===== src/utf8e_pkg.sv =====
// shared types, constants and the utf-8 encode function
`default_nettype none
package utf8e_pkg;

  localparam logic [20:0] REPL_CHAR    = 21'h00FFFD;
  localparam logic [20:0] HIGH_SURR_LO = 21'h00D800;
  localparam logic [20:0] LOW_SURR_LO  = 21'h00DC00;
  localparam logic [20:0] SURR_END     = 21'h00E000;
  localparam logic [20:0] CODE_MAX     = 21'h10FFFF;
  localparam logic [10:0] SUPP_HI_BASE = 11'h040;
  localparam logic [2:0]  FLUSH_LEN    = 3'd3;
  localparam int          QUEUE_DEPTH  = 2;

  localparam logic [2:0][7:0] REPL_BYTES = {8'hBD, 8'hBF, 8'hEF};

  typedef struct packed {
    logic [2:0]      nbytes;
    logic [3:0][7:0] bytes;
  } utf8_seq_t;

  typedef struct packed {
    logic      flush;
    utf8_seq_t seq;
  } job_t;

  typedef struct packed {
    logic full;
    logic empty;
  } q_stat_t;

  function automatic utf8_seq_t utf8_encode(input logic [20:0] cp_in);
    logic [20:0] cp;
    utf8_seq_t   s;
    cp = (cp_in > CODE_MAX) ? REPL_CHAR : cp_in;
    s.bytes = '0;
    priority if (cp < 21'h000080) begin
      s.nbytes   = 3'd1;
      s.bytes[0] = {1'b0, cp[6:0]};
    end else if (cp < 21'h000800) begin
      s.nbytes   = 3'd2;
      s.bytes[0] = {3'b110, cp[10:6]};
      s.bytes[1] = {2'b10, cp[5:0]};
    end else if (cp < 21'h010000) begin
      s.nbytes   = 3'd3;
      s.bytes[0] = {4'b1110, cp[15:12]};
      s.bytes[1] = {2'b10, cp[11:6]};
      s.bytes[2] = {2'b10, cp[5:0]};
    end else begin
      s.nbytes   = 3'd4;
      s.bytes[0] = {5'b11110, cp[20:18]};
      s.bytes[1] = {2'b10, cp[17:12]};
      s.bytes[2] = {2'b10, cp[11:6]};
      s.bytes[3] = {2'b10, cp[5:0]};
    end
    return s;
  endfunction

endpackage
`default_nettype wire


===== src/utf8e_if.sv =====
// valid/ready channel interfaces for code values and utf-8 bytes
`default_nettype none
interface utf8e_in_if;
  logic        valid;
  logic        ready;
  logic        action;
  logic [20:0] code_value;
  modport source (output valid, action, code_value, input ready);
  modport sink (input valid, action, code_value, output ready);
endinterface

interface utf8e_out_if;
  logic       valid;
  logic       ready;
  logic [7:0] out_byte;
  logic       last_byte;
  modport source (output valid, out_byte, last_byte, input ready);
  modport sink (input valid, out_byte, last_byte, output ready);
endinterface
`default_nettype wire


===== src/utf8e_front.sv =====
// front end: surrogate pairing and utf-8 encoding into jobs
`default_nettype none
module utf8e_front
  import utf8e_pkg::*;
(
  input  wire logic        clk,
  input  wire logic        rst_n,
  input  wire logic        in_valid,
  output logic             in_ready,
  input  wire logic        in_action,
  input  wire logic [20:0] in_code_value,
  input  wire q_stat_t     q_stat,
  output logic             push,
  output job_t             push_job
);

  logic       pend_r, pend_nxt;
  logic [9:0] hi_r, hi_nxt;
  logic       accept, is_low, is_high, do_enc;
  logic [20:0] enc_cp, pair_cp;

  assign in_ready = !q_stat.full;
  assign accept   = in_valid && in_ready;
  assign is_low   = (in_code_value >= LOW_SURR_LO) && (in_code_value < SURR_END);
  assign is_high  = (in_code_value >= HIGH_SURR_LO) && (in_code_value < LOW_SURR_LO);
  assign pair_cp  = {11'({1'b0, hi_r} + SUPP_HI_BASE), in_code_value[9:0]};

  always_comb begin
    pend_nxt       = pend_r;
    hi_nxt         = hi_r;
    push_job.flush = 1'b0;
    do_enc         = 1'b0;
    enc_cp         = in_code_value;
    if (in_action) begin
      push_job.flush = pend_r;
      pend_nxt       = 1'b0;
    end else if (pend_r && is_low) begin
      do_enc   = 1'b1;
      enc_cp   = pair_cp;
      pend_nxt = 1'b0;
    end else begin
      push_job.flush = pend_r;
      pend_nxt       = 1'b0;
      if (is_high) begin
        pend_nxt = 1'b1;
        hi_nxt   = in_code_value[9:0];
      end else if (is_low) begin
        do_enc = 1'b1;
        enc_cp = REPL_CHAR;
      end else begin
        do_enc = 1'b1;
      end
    end
    push_job.seq = utf8_encode(enc_cp);
    if (!do_enc) begin
      push_job.seq.nbytes = 3'd0;
    end
  end

  assign push = accept && (push_job.flush || do_enc);

  always_ff @(posedge clk) begin
    if (!rst_n) begin
      pend_r <= 1'b0;
    end else if (accept) begin
      pend_r <= pend_nxt;
    end
    if (accept) begin
      hi_r <= hi_nxt;
    end
  end

endmodule
`default_nettype wire


===== src/utf8e_queue.sv =====
// small job queue between front and back
`default_nettype none
module utf8e_queue
  import utf8e_pkg::*;
#(
  parameter int DEPTH = QUEUE_DEPTH
) (
  input  wire logic clk,
  input  wire logic rst_n,
  input  wire logic push,
  input  wire job_t push_job,
  input  wire logic pop,
  output job_t      head_job,
  output q_stat_t   q_stat
);

  localparam int PW = (DEPTH > 1) ? $clog2(DEPTH) : 1;
  localparam int CW = $clog2(DEPTH + 1);
  localparam logic [PW-1:0] LAST_PTR = PW'(DEPTH - 1);
  localparam logic [CW-1:0] FULL_CNT = CW'(DEPTH);

  job_t          mem_r [DEPTH];
  logic [PW-1:0] wr_ptr_r, rd_ptr_r;
  logic [CW-1:0] cnt_r;

  assign head_job     = mem_r[rd_ptr_r];
  assign q_stat.full  = (cnt_r == FULL_CNT);
  assign q_stat.empty = (cnt_r == '0);

  always_ff @(posedge clk) begin
    if (!rst_n) begin
      wr_ptr_r <= '0;
      rd_ptr_r <= '0;
      cnt_r    <= '0;
    end else begin
      if (push) begin
        wr_ptr_r <= (wr_ptr_r == LAST_PTR) ? '0 : wr_ptr_r + 1'b1;
      end
      if (pop) begin
        rd_ptr_r <= (rd_ptr_r == LAST_PTR) ? '0 : rd_ptr_r + 1'b1;
      end
      if (push && !pop) begin
        cnt_r <= cnt_r + 1'b1;
      end else if (pop && !push) begin
        cnt_r <= cnt_r - 1'b1;
      end
    end
    if (push) begin
      mem_r[wr_ptr_r] <= push_job;
    end
  end

endmodule
`default_nettype wire


===== src/utf8e_back.sv =====
// back end: walks a job out one byte per cycle, when out_ready allows, into the output register
`default_nettype none
module utf8e_back
  import utf8e_pkg::*;
(
  input  wire logic       clk,
  input  wire logic       rst_n,
  input  wire job_t       head_job,
  input  wire q_stat_t    q_stat,
  output logic            pop,
  output logic            out_valid,
  input  wire logic       out_ready,
  output logic [7:0]      out_byte,
  output logic            out_last
);

  logic [2:0] idx_r;
  logic       valid_r;
  logic [7:0] byte_r;
  logic       last_r;
  logic       load, is_last;
  logic [2:0] total, off;
  logic [7:0] sel_byte;

  assign load    = !q_stat.empty && (!valid_r || out_ready);
  assign total   = head_job.flush ? 3'(head_job.seq.nbytes + FLUSH_LEN)
                                  : head_job.seq.nbytes;
  assign is_last = (idx_r == total - 3'd1);
  assign pop     = load && is_last;
  assign off     = head_job.flush ? idx_r - FLUSH_LEN : idx_r;

  always_comb begin
    if (head_job.flush && idx_r < FLUSH_LEN) begin
      sel_byte = REPL_BYTES[idx_r[1:0]];
    end else begin
      sel_byte = head_job.seq.bytes[off[1:0]];
    end
  end

  always_ff @(posedge clk) begin
    if (!rst_n) begin
      idx_r   <= '0;
      valid_r <= 1'b0;
    end else if (load) begin
      idx_r   <= is_last ? '0 : idx_r + 3'd1;
      valid_r <= 1'b1;
    end else if (out_ready) begin
      valid_r <= 1'b0;
    end
    if (load) begin
      byte_r <= sel_byte;
      last_r <= is_last;
    end
  end

  assign out_valid = valid_r;
  assign out_byte  = byte_r;
  assign out_last  = last_r;

endmodule
`default_nettype wire


===== src/utf16_surrogate_to_utf8_encoder.sv =====
// top level: utf-16 surrogate combiner and utf-8 encoder
`default_nettype none
// Takes code values or flush events on in_ch and gives utf-8 bytes on out_ch,
// one byte per transaction, with last_byte set on the final byte an item causes.
// A high surrogate is held until the next item; paired with a low surrogate it
// becomes one supplementary code point, otherwise it is replaced by U+FFFD, as
// are lone low surrogates and values above U+10FFFF. Items that cause no bytes
// (a held high surrogate, a flush with nothing held) produce no transaction.
// The front end accepts an item per cycle whenever the job queue has room; the
// single output byte register drains one byte per cycle while out_ch.ready
// allows. An item yields up to 7 bytes (1 to 4 for a plain code point).
module utf16_surrogate_to_utf8_encoder
  import utf8e_pkg::*;
#(
  parameter int QDEPTH = QUEUE_DEPTH
) (
  input wire logic    clk,
  input wire logic    rst_n,
  utf8e_in_if.sink    in_ch,
  utf8e_out_if.source out_ch
);

  logic    q_push, q_pop;
  job_t    push_job, head_job;
  q_stat_t q_stat;

  utf8e_front u_front (
    .clk           (clk),
    .rst_n         (rst_n),
    .in_valid      (in_ch.valid),
    .in_ready      (in_ch.ready),
    .in_action     (in_ch.action),
    .in_code_value (in_ch.code_value),
    .q_stat        (q_stat),
    .push          (q_push),
    .push_job      (push_job)
  );

  utf8e_queue #(.DEPTH(QDEPTH)) u_queue (
    .clk      (clk),
    .rst_n    (rst_n),
    .push     (q_push),
    .push_job (push_job),
    .pop      (q_pop),
    .head_job (head_job),
    .q_stat   (q_stat)
  );

  utf8e_back u_back (
    .clk       (clk),
    .rst_n     (rst_n),
    .head_job  (head_job),
    .q_stat    (q_stat),
    .pop       (q_pop),
    .out_valid (out_ch.valid),
    .out_ready (out_ch.ready),
    .out_byte  (out_ch.out_byte),
    .out_last  (out_ch.last_byte)
  );

  a_no_overflow: assert property (@(posedge clk) disable iff (!rst_n)
    q_push |-> !q_stat.full) else $error("job queue overflow");

  a_no_underflow: assert property (@(posedge clk) disable iff (!rst_n)
    q_pop |-> !q_stat.empty) else $error("job queue underflow");

  a_job_nonempty: assert property (@(posedge clk) disable iff (!rst_n)
    q_push |-> (push_job.flush || push_job.seq.nbytes != 3'd0))
    else $error("job without bytes pushed");

  a_pop_marks_last: assert property (@(posedge clk) disable iff (!rst_n)
    q_pop |=> (out_ch.valid && out_ch.last_byte))
    else $error("job end not marked on output");

endmodule
`default_nettype wire


===== src/flat_wrapper.sv =====
// flat-port wrapper written by rule: the top's interface ports become plain ports
module utf16_surrogate_to_utf8_encoder_flat import utf8e_pkg::*;
#(
  parameter int QDEPTH = QUEUE_DEPTH
)
  (clk, rst_n, in_ch_valid, in_ch_action, in_ch_code_value, in_ch_ready, out_ch_valid, out_ch_out_byte, out_ch_last_byte, out_ch_ready);
  utf8e_in_if in_ch_i ();
  utf8e_out_if out_ch_i ();
  input wire logic clk;
  input wire logic rst_n;
  input wire logic [$bits(in_ch_i.valid)-1:0] in_ch_valid;
  input wire logic [$bits(in_ch_i.action)-1:0] in_ch_action;
  input wire logic [$bits(in_ch_i.code_value)-1:0] in_ch_code_value;
  output wire logic [$bits(in_ch_i.ready)-1:0] in_ch_ready;
  output wire logic [$bits(out_ch_i.valid)-1:0] out_ch_valid;
  output wire logic [$bits(out_ch_i.out_byte)-1:0] out_ch_out_byte;
  output wire logic [$bits(out_ch_i.last_byte)-1:0] out_ch_last_byte;
  input wire logic [$bits(out_ch_i.ready)-1:0] out_ch_ready;
  assign in_ch_i.valid = in_ch_valid;
  assign in_ch_i.action = in_ch_action;
  assign in_ch_i.code_value = in_ch_code_value;
  assign in_ch_ready = in_ch_i.ready;
  assign out_ch_valid = out_ch_i.valid;
  assign out_ch_out_byte = out_ch_i.out_byte;
  assign out_ch_last_byte = out_ch_i.last_byte;
  assign out_ch_i.ready = out_ch_ready;
  utf16_surrogate_to_utf8_encoder #(.QDEPTH(QDEPTH)) u_core (.clk(clk), .rst_n(rst_n), .in_ch(in_ch_i), .out_ch(out_ch_i));
endmodule

===== config.mk =====
export PLATFORM = sky130hd
export DESIGN_NAME = utf16_surrogate_to_utf8_encoder_flat
export DESIGN_NICKNAME = d
export VERILOG_FILES = /design/src/utf8e_pkg.sv /design/src/utf8e_if.sv /design/src/utf8e_front.sv /design/src/utf8e_queue.sv /design/src/utf8e_back.sv /design/src/utf16_surrogate_to_utf8_encoder.sv /design/src/flat_wrapper.sv
export SDC_FILE = /design/constraint.sdc
export NUM_CORES = 1
export LEC_CHECK = 0
export ABC_CLOCK_PERIOD_IN_PS = 5700
export BUFFER_PORTS_ARGS = -buffer_cell sky130_fd_sc_hd__buf_2
export CORE_AREA = 2 2 85 128
export DETAILED_ROUTE_END_ITERATION = 12
export DIE_AREA = 0 0 87 130
export SLEW_MARGIN = 30
export SYNTH_ARGS = -nofsm -noshare
export SYNTH_HDL_FRONTEND = slang
export SYNTH_SLANG_ARGS = --single-unit

===== constraint.sdc =====
create_clock -name clk -period 5.7 [get_ports clk]
set_clock_uncertainty 0.1 [all_clocks]
set_input_delay 0.855 -clock clk [delete_from_list [all_inputs] [get_ports clk]]
set_output_delay 0.855 -clock clk [all_outputs]
set_load 0.05 [all_outputs]

==> results of run 1 <==
-- cells in the final DEF, fill, tap and decap left out, types with 3 or more instances in the layout --
cell type  Yosys  final
o22ai_1        4      4
o21ai_0       13     12
nand2b_1       9      9
o21a_1         3      3
or3_1          4      4
a21oi_1       18     18
ha_1           7      7
edfxtp_1      83     83
a221o_2        4      4
nor3_1         7      7
dfxtp_1       10     10
xnor2_1       11     10
nor2b_1        4      3
and3_1         3      3
mux4_2        13     13
inv_1         11     11
mux2i_1       14     13
xor2_1         3      3
buf_4          0      6
clkbuf_16      0      9
buf_2          3     36
nor2_1        32     31
nand3_1        7      7
nand2_1       14     14
and2_1         6      6
o41ai_1        3      3
-- registers in the layout, indices dropped and copies added (netlist names), named ones only --
signal,count
u_core.u_front.hi_r,10
u_core.u_queue.wr_ptr_r,1
u_core.u_back.out_byte,8
u_core.u_front.pend_r,1
u_core.u_back.out_last,1
u_core.u_back.idx_r,3
u_core.u_queue.rd_ptr_r,1
u_core.u_queue.cnt_r,2
u_core.u_back.out_valid,1
u_core.u_queue.mem_r,64
-- layout make-up --
| class | count | area (um^2) | area share |
|---|---|---|---|
| clock buffers | 10 | 229 | 0.0447 |
| clock inverters | 6 | 38.8 | 0.00757 |
| inverters | 13 | 51.3 | 0.0100 |
| multi-input cells | 219 | 1740 | 0.339 |
| flip-flops and latches | 93 | 2690 | 0.526 |
| well taps | 120 | 150 | 0.0293 |
| repair buffers | 42 | 225 | 0.0440 |
-- routing by layer --
layer | GRT usage | part of all wire | up-vias
met2 | 0.325 | 0.54 | 72
met5 | 0 | 0 | -
met3 | 0.0354 | 0.033 | 15
li1 | - | - | 1381
met1 | 0.211 | 0.40 | 1416
met4 | 0.0708 | 0.022 | 0
-- logic make-up after synthesis --
logic type,count (synthesis),share of synthesized area
AND/OR/NAND/NOR,99,0.119
adder cells (fa/ha/maj),9,0.0240
buffers and inverters,23,0.0206
flip-flops,93,0.600
XOR/XNOR,15,0.0323
multiplexers,28,0.0990
AO/OA/AOI/OAI,68,0.105
-- power by group through the flow --
stage / clock network (W) / logic [W] / registers (W)
final: 0.000544 / 0.000476 / 0.000851
after global placement: 0 / 0.000473 / 0.000863
after global routing: 0.000582 / 0.000521 / 0.000858
after CTS: 0.000560 / 0.000482 / 0.000850
after detailed placement: 0 / 0.000481 / 0.000865
after floorplan: 0 / 0.000279 / 0.000941
-- worst max-delay path by stage --
stage | endpoint | depth (start not counted)
CTS | u_core.u_queue.cnt_r[1] | 11
global placement | u_core.u_queue.cnt_r[1] | 11
finish | u_core.u_queue.cnt_r[1] | 11
global route | u_core.u_queue.cnt_r[1] | 11
detailed placement | u_core.u_queue.cnt_r[1] | 11
floorplan | u_core.u_queue.cnt_r[1] | 14
-- critical path, stage by stage, from the launching register on --
cell and delay [ps]:
dfxtp_1 550, mux2i_2 640, mux2_2 410, ha_1 200, xnor2_1 290, xnor3_1 360, or3_1 300, a21oi_1 200
nand2_1 130, ha_1 390, or3_1 370, a21boi_0 160
-- cell usage after synthesis, drive strengths merged, types with 7 or more instances --
library cell / number
nand2b: 9
nand2: 15
mux2i: 14
ha: 7
xnor2: 11
o21ai: 14
a21oi: 18
edfxtp: 83
nand3: 7
inv: 13
nor3: 7
and2: 7
mux4: 13
dfxtp: 10
nor2: 33
-- through the flow --
step / setup slack [ps] / instance area, um^2 / hold WS (ps) / utilization
global route: 1250 / 5120 / 473 / 0.497
detailed placement: 1400 / 4830 / 427 / 0.469
CTS: 1370 / 5100 / 443 / 0.495
floorplan: 1470 / 4490 / 391 / -
global placement: 1610 / 4830 / 414 / 0.469
finish: 1530 / 5120 / 439 / 0.497
==> flow_summary.ini, run 1 <==
[run_status]
status = complete, no violations

[synthesis]
synth_cell_types = 60
netlist.top_cell.by_area = edfxtp_1
syn-cell-area_um2 = 4490
synth_edf_count = 83
yosysSeqAreaShare = 0.600
async_flop_share = 0
ys_warn_count = 0
ys_top_cells_by_area = edfxtp_1, mux4_2, dfxtp_1, mux2i_1, nor2_1
syn_nets = 368
ys_ff_latch = 93
yosys.area.top_type_share = 0.555
synth_ff_type = edfxtp_1
syn_area_per_cell_um2 = 13.4
netlist_instances = 335

[power_and_ir_drop]
clock_power_share = 0.291
p_int_w = 0.00130
power.density_nw_per_um2 = 365
comb_power_share = 0.255
leakagePower_nw = 1.78
sequentialPowerShare = 0.455
p_sw_frac = 0.306
ir_drop_uv = 171
p_sw_w = 0.000572
p_total_w = 0.00187

[clocking]
clock_path_buffers = 2
cts_hold_buf = 0
root_buffer = clkbuf_16
path_clk_slew_ps = 60
clk_latency_ps = 340
cts_sinks = 93
cts_setup_buffers = 0
cts_buffers = 9
cts_tree = built
ctsHtreeMaxLevel = 3
cts-resized-gates = 0

[timing]
worst_pin_slew_ps = 723
tns_ps = 0
finalMaxSlewViolations = 0
min_period_ps = 4170
post-route-period-util = 0.731
report.final.setup_viol = 0
relSlewSlack = 0.512
finalHoldViolCount = 0
grt_setup_unrepaired = no
fmax_mhz = 240

[die]
start_util = 0.436
floorplan.rows = 46
die_area_um2 = 11300
core_um2 = 10300
die_x_um = 87
ios = 37
die_y_um = 130

[setup_path]
reg2reg_depth = 11
startpoint_type = register
path_max_fanout = 8
r2r-end = u_core.u_queue.cnt_r[1]
crit_path_end_kind = register
worstPathArrival_ps = 4330
reg2reg_setup_slack_ps = 1530
required_ps = 5860
crit_type = reg2reg

[placed_design]
dp.cells = 487
dp_hpwl_um = 7000
routabilityCongestion = 0.866
portBuffers = 36

[finish]
drive_gt1_frac = 0.232
antenna_cells = 0
final_cells = 503
fin_nets = 411
nFillCells = 881
syn_to_final_growth_pct = 14.2

[drt]
wl_um = 9540
first_iter_violations = 167
ant_nets = 0
first_pass_iters = 5
vias = 2884
drc_errors = 0
via_per_inst = 5.73
wl_per_cell_um = 19.0

[global_routing]
gr-total-overflow = 0
antenna_found_initial = 0
grt_first_pass_wirelength_um = 15200
grt_pass1_vias = 2910
grtUsageTotal = 0.181
grt_max_degree = 33

[hold_path]
hold_class = reg2reg
holdPathStages = 2
min_from = u_core.u_queue.cnt_r[1]
holdPathEnd = u_core.u_queue.cnt_r[1]

[flow_run]
maxCapViolCount = 0
No activity file was read; power rests on OpenSTA's default activity.
==> inputs of run 2 (changes only) <==
- ABC_CLOCK_PERIOD_IN_PS: 5700 -> 3600
- clock period: 5.7 -> 3.6 ns (I/O delays scaled with it)
==> flow_summary.ini, run 2 (synthesis gave the netlist of run 1 again) <==
[clocking]
cts_buffers = 9
cts_sinks = 93
clk_latency_ps = 340
path_clk_slew_ps = 60
ctsHtreeMaxLevel = 3
clock_path_buffers = 2
cts_tree = built
root_buffer = clkbuf_16

[power_and_ir_drop]
ir_drop_uv = 261
leakagePower_nw = 1.92
power.density_nw_per_um2 = 567

[finish]
fin_nets = 437
final_cell_mix = edfxtp_1, buf_2, nor2_1, buf_4, a21oi_1
multi_input_area_um2 = 1760
largest_register = u_core.u_queue.mem_r
antenna_cells = 0
nFillCells = 864
final_cell_area_um2 = 5350
ff_latch_area_um2 = 2700
syn_to_final_growth_pct = 19.2
final_common_cell = edfxtp_1
drive_gt1_frac = 0.293
largest_reg_flops = 64

[flow_run]
maxCapViolCount = 0

[setup_path]
slowest_delay_ps = 380
required_ps = 3760
startpoint_type = register
reg2reg_setup_slack_ps = 230
path_max_fanout = 4
reg2reg_depth = 13
crit_path_end_kind = register
cpMaxStageDelayCell = dfxtp_4
r2r-end = u_core.u_queue.cnt_r[1]
crit_type = reg2reg
worstPathArrival_ps = 3530
path_cells = mux2i_2, ha_1, mux2_2, ha_1, xnor2_2, xnor3_1, or3_1, a21oi_2, nand2_2, ha_4, xor2_1, or3_1, a21boi_0

[drt]
via_per_inst = 5.57
wl_um = 9750
ant_nets = 0
drc_errors = 0
first_iter_violations = 217
wl_per_cell_um = 18.4
vias = 2944
first_pass_iters = 4

[placed_design]
placed_area_um2 = 5020
routabilityCongestion = 0.858
portBuffers = 36
dp_hpwl_um = 7440

[timing]
finalHoldWorstSlack_ps = 295
fmax_mhz = 297
finalMaxSlewViolations = 0
relSlewSlack = 0.505
finalHoldViolCount = 0
report.final.setup_viol = 0
post-route-period-util = 0.935
grt_setup_unrepaired = no
min_period_ps = 3370
worst_pin_slew_ps = 739

[global_routing]
grt_first_pass_wirelength_um = 15300
antenna_found_initial = 0
gr-total-overflow = 0
grt_max_degree = 33
grtUsageTotal = 0.186
grt_pass1_vias = 2952

[hold_path]
hold_class = in2reg
min_from = in_ch_code_value[7]
holdPathEnd = u_core.u_front.hi_r[7]
holdPathStages = 1

[run_status]
status = complete, no violations

[die]
die_y_um = 130
core_um2 = 10300
die_x_um = 87
die_area_um2 = 11300
floorplan.rows = 46
ios = 37
start_util = 0.436
-- run 2: worst max-delay path by stage --
stage	start	end	slack [ps]	depth (start not counted)
2_1_floorplan	register	u_core.u_queue.cnt_r[1]	-2	15
3_3_place_gp	register	u_core.u_queue.cnt_r[1]	160	13
3_5_place_dp	register	u_core.u_queue.cnt_r[1]	20	13
4_1_cts	register	u_core.u_queue.cnt_r[1]	1	13
5_1_grt	register	u_core.u_queue.cnt_r[1]	90	13
6_report	register	u_core.u_queue.cnt_r[1]	230	13
-- run 2: metrics by stage --
stage / instances / worst slack, ps / power [W] / util / setup TNS [ps]
3_3_place_gp: 509 / 159 / 0.00216 / 0.487 / 0
4_1_cts: 526 / 1.08 / 0.00304 / 0.514 / 0
6_report: 529 / 234 / 0.00303 / 0.519 / 0
3_5_place_dp: 509 / 15.0 / 0.00218 / 0.487 / 0
2_1_floorplan: 335 / -1.80 / 0.00195 / - / -1.80
5_1_grt: 529 / 93.3 / 0.00318 / 0.519 / 0
-- run 2: final cells by class --
class / count / share of cell area
sequential: 93 / 0.504
multi-input combinational: 219 / 0.329
timing repair buffer: 68 / 0.0786
clock buffer: 12 / 0.0461
tap: 120 / 0.0281
inverter: 13 / 0.00959
clock inverter: 4 / 0.00468
-- run 2: repair_timing --
item                                   4_1_cts  5_1_grt
setup buffers                                1        3
endpoints found under the hold margin        0        0
gates resized for setup                      0        7
setup endpoints to repair                    1        2
pin swaps                                    0        3
hold buffers                                 0        0
-- run 2: layer usage --
| layer | track usage | part of all wire | up-vias |
|---|---|---|---|
| met5 | 0 | 0 | - |
| met4 | 0.105 | 0.040 | 0 |
| met3 | 0.0380 | 0.033 | 24 |
| met2 | 0.326 | 0.53 | 78 |
| met1 | 0.208 | 0.39 | 1404 |
| li1 | - | - | 1438 |
-- run 2: power breakdown --
| group | switching [W] | total [W] | leakage, nW | internal, W |
|---|---|---|---|---|
| Clock | 0.000371 | 0.000857 | 0.137 | 0.000486 |
| Combinational | 0.000487 | 0.000828 | 0.961 | 0.000341 |
| Sequential | 0.0000453 | 0.00135 | 0.825 | 0.00130 |
-- run 2: worst max-delay path, delay by kind of cell, from the launching register on --
family	cells	cell delay, ps
muxes	2	520
and+or+nand+nor	3	750
AOI/OAI and AO/OA	2	340
xor gates and xnor gates	3	550
adders and majority gates	3	650
DFF	1	380
==> inputs of run 3 (changes only) <==
- CORE_AREA: 2 2 85 128 -> 2 2 86 129
- DIE_AREA: 0 0 87 130 -> 0 0 88 131
- PLACE_DENSITY: not set -> 0.63
==> flow_summary.ini, run 3 (synthesis gave the netlist of run 1 again) <==
[die]
start_util = 0.431
ios = 37
die_area_um2 = 11500
floorplan.rows = 46
core_um2 = 10400
die_y_um = 131
die_x_um = 88

[timing]
min_period_ps = 3400
report.final.setup_viol = 0
relSlewSlack = 0.456
post-route-period-util = 0.945
fmax_mhz = 294
finalHoldWorstSlack_ps = 299
tns_ps = 0
finalHoldViolCount = 0
grt_setup_unrepaired = no
finalMaxSlewViolations = 0
worst_pin_slew_ps = 813

[clocking]
clk_latency_ps = 340
cts_sinks = 93
root_buffer = clkbuf_16
path_clk_slew_ps = 60
cts_tree = built
clock_path_buffers = 2
cts_buffers = 9
ctsHtreeMaxLevel = 3

[run_status]
status = complete, no violations

[setup_path]
crit_path_end_kind = register
r2r-end = u_core.u_queue.cnt_r[1]
worstPathArrival_ps = 3570
required_ps = 3770
crit_type = reg2reg
startpoint_type = register
critPathCapture = u_core.u_queue.cnt_r[1]
path_max_fanout = 4
reg2reg_setup_slack_ps = 200
reg2reg_depth = 13

[placed_design]
dp_hpwl_um = 7430
portBuffers = 36
placed_area_um2 = 5070
routabilityCongestion = 0.916

[drt]
wl_per_cell_um = 18.0
first_iter_violations = 198
wl_um = 9960
via_per_inst = 5.48
vias = 3032
ant_nets = 0
drc_errors = 0
first_pass_iters = 5

[power_and_ir_drop]
power.density_nw_per_um2 = 559
ir_drop_uv = 332
leakagePower_nw = 1.90

[finish]
final_cell_area_um2 = 5370
largest_reg_flops = 64
final_cell_mix = edfxtp_1, buf_2, nor2_1
drive_gt1_frac = 0.286
antenna_cells = 0
fin_nets = 437
utilization = 0.516
syn_to_final_growth_pct = 19.7
largest_register = u_core.u_queue.mem_r
final_common_cell = edfxtp_1

[hold_path]
hold_class = in2reg
min_from = in_ch_code_value[7]

[global_routing]
grt_first_pass_wirelength_um = 15700
grt_max_degree = 33
grt_pass1_vias = 3151
antenna_found_initial = 0
gr-total-overflow = 0
grtUsageTotal = 0.186

[flow_run]
maxCapViolCount = 0
==> run 3: worst min path at each step <==
stage | depth (start not counted) | slack [ps] | endpoint
finish | 1 | 300 | u_core.u_front.hi_r[7]
global placement | 2 | 410 | u_core.u_queue.cnt_r[1]
floorplan | 2 | 390 | u_core.u_queue.cnt_r[1]
CTS | 1 | 290 | u_core.u_front.hi_r[7]
detailed placement | 1 | 450 | u_core.u_back.out_valid
global route | 1 | 290 | u_core.u_front.hi_r[7]
==> run 3: final cells by class <==
cell class | instances | area (um^2)
well taps | 144 | 180
multi-input cells | 219 | 1760
fillers | 906 | 5040
flip-flops and latches | 93 | 2700
repair buffers | 68 | 424
inverters | 13 | 51.3
clock inverters | 4 | 25.0
clock buffers | 12 | 236
==> run 3: metal layers <==
layer | routed length, um | global-route usage | vias to the layer above
li1 | - | - | 1433
met1 | 3830 | 0.204 | 1486
met5 | 0 | 0 | -
met2 | 5400 | 0.336 | 85
met4 | 361 | 0.110 | 0
met3 | 360 | 0.0276 | 28
==> run 3: critical path, stage by stage (launching register included) <==
cell and delay, ps:
dfxtp_4 390, mux2i_4 260, ha_1 250, mux2_2 260, ha_1 210, xnor2_2 210
xnor3_1 240, or3_1 330, a21oi_2 170, nand2_2 110, ha_4 170, xor2_1 140
or3_1 310, a21boi_1 160
==> run 3: what timing repair did <==
item,in CTS,in global routing
pin swaps,0,2
setup buffers,0,0
resized for setup,3,7
hold buffers,0,0
endpoints found under the setup margin,1,1
==> run 3: report_power, final <==
group	switching, W	leakage (nW)	total, W	internal [W]
clock network	0.000379	0.124	0.000845	0.000466
logic	0.000485	0.955	0.000811	0.000327
registers	0.0000441	0.825	0.00135	0.00130
total	0.000907	1.90	0.00300	0.00209
==> run 3: metrics by stage <==
stage | worst slack [ps] | instances | total power, W
after global routing | 43.5 | 553 | 0.00314
final | 197 | 553 | 0.00300
after global placement | 161 | 537 | 0.00216
after detailed placement | -34.0 | 537 | 0.00217
after CTS | 20.1 | 553 | 0.00302
after floorplan | -1.80 | 335 | 0.00195
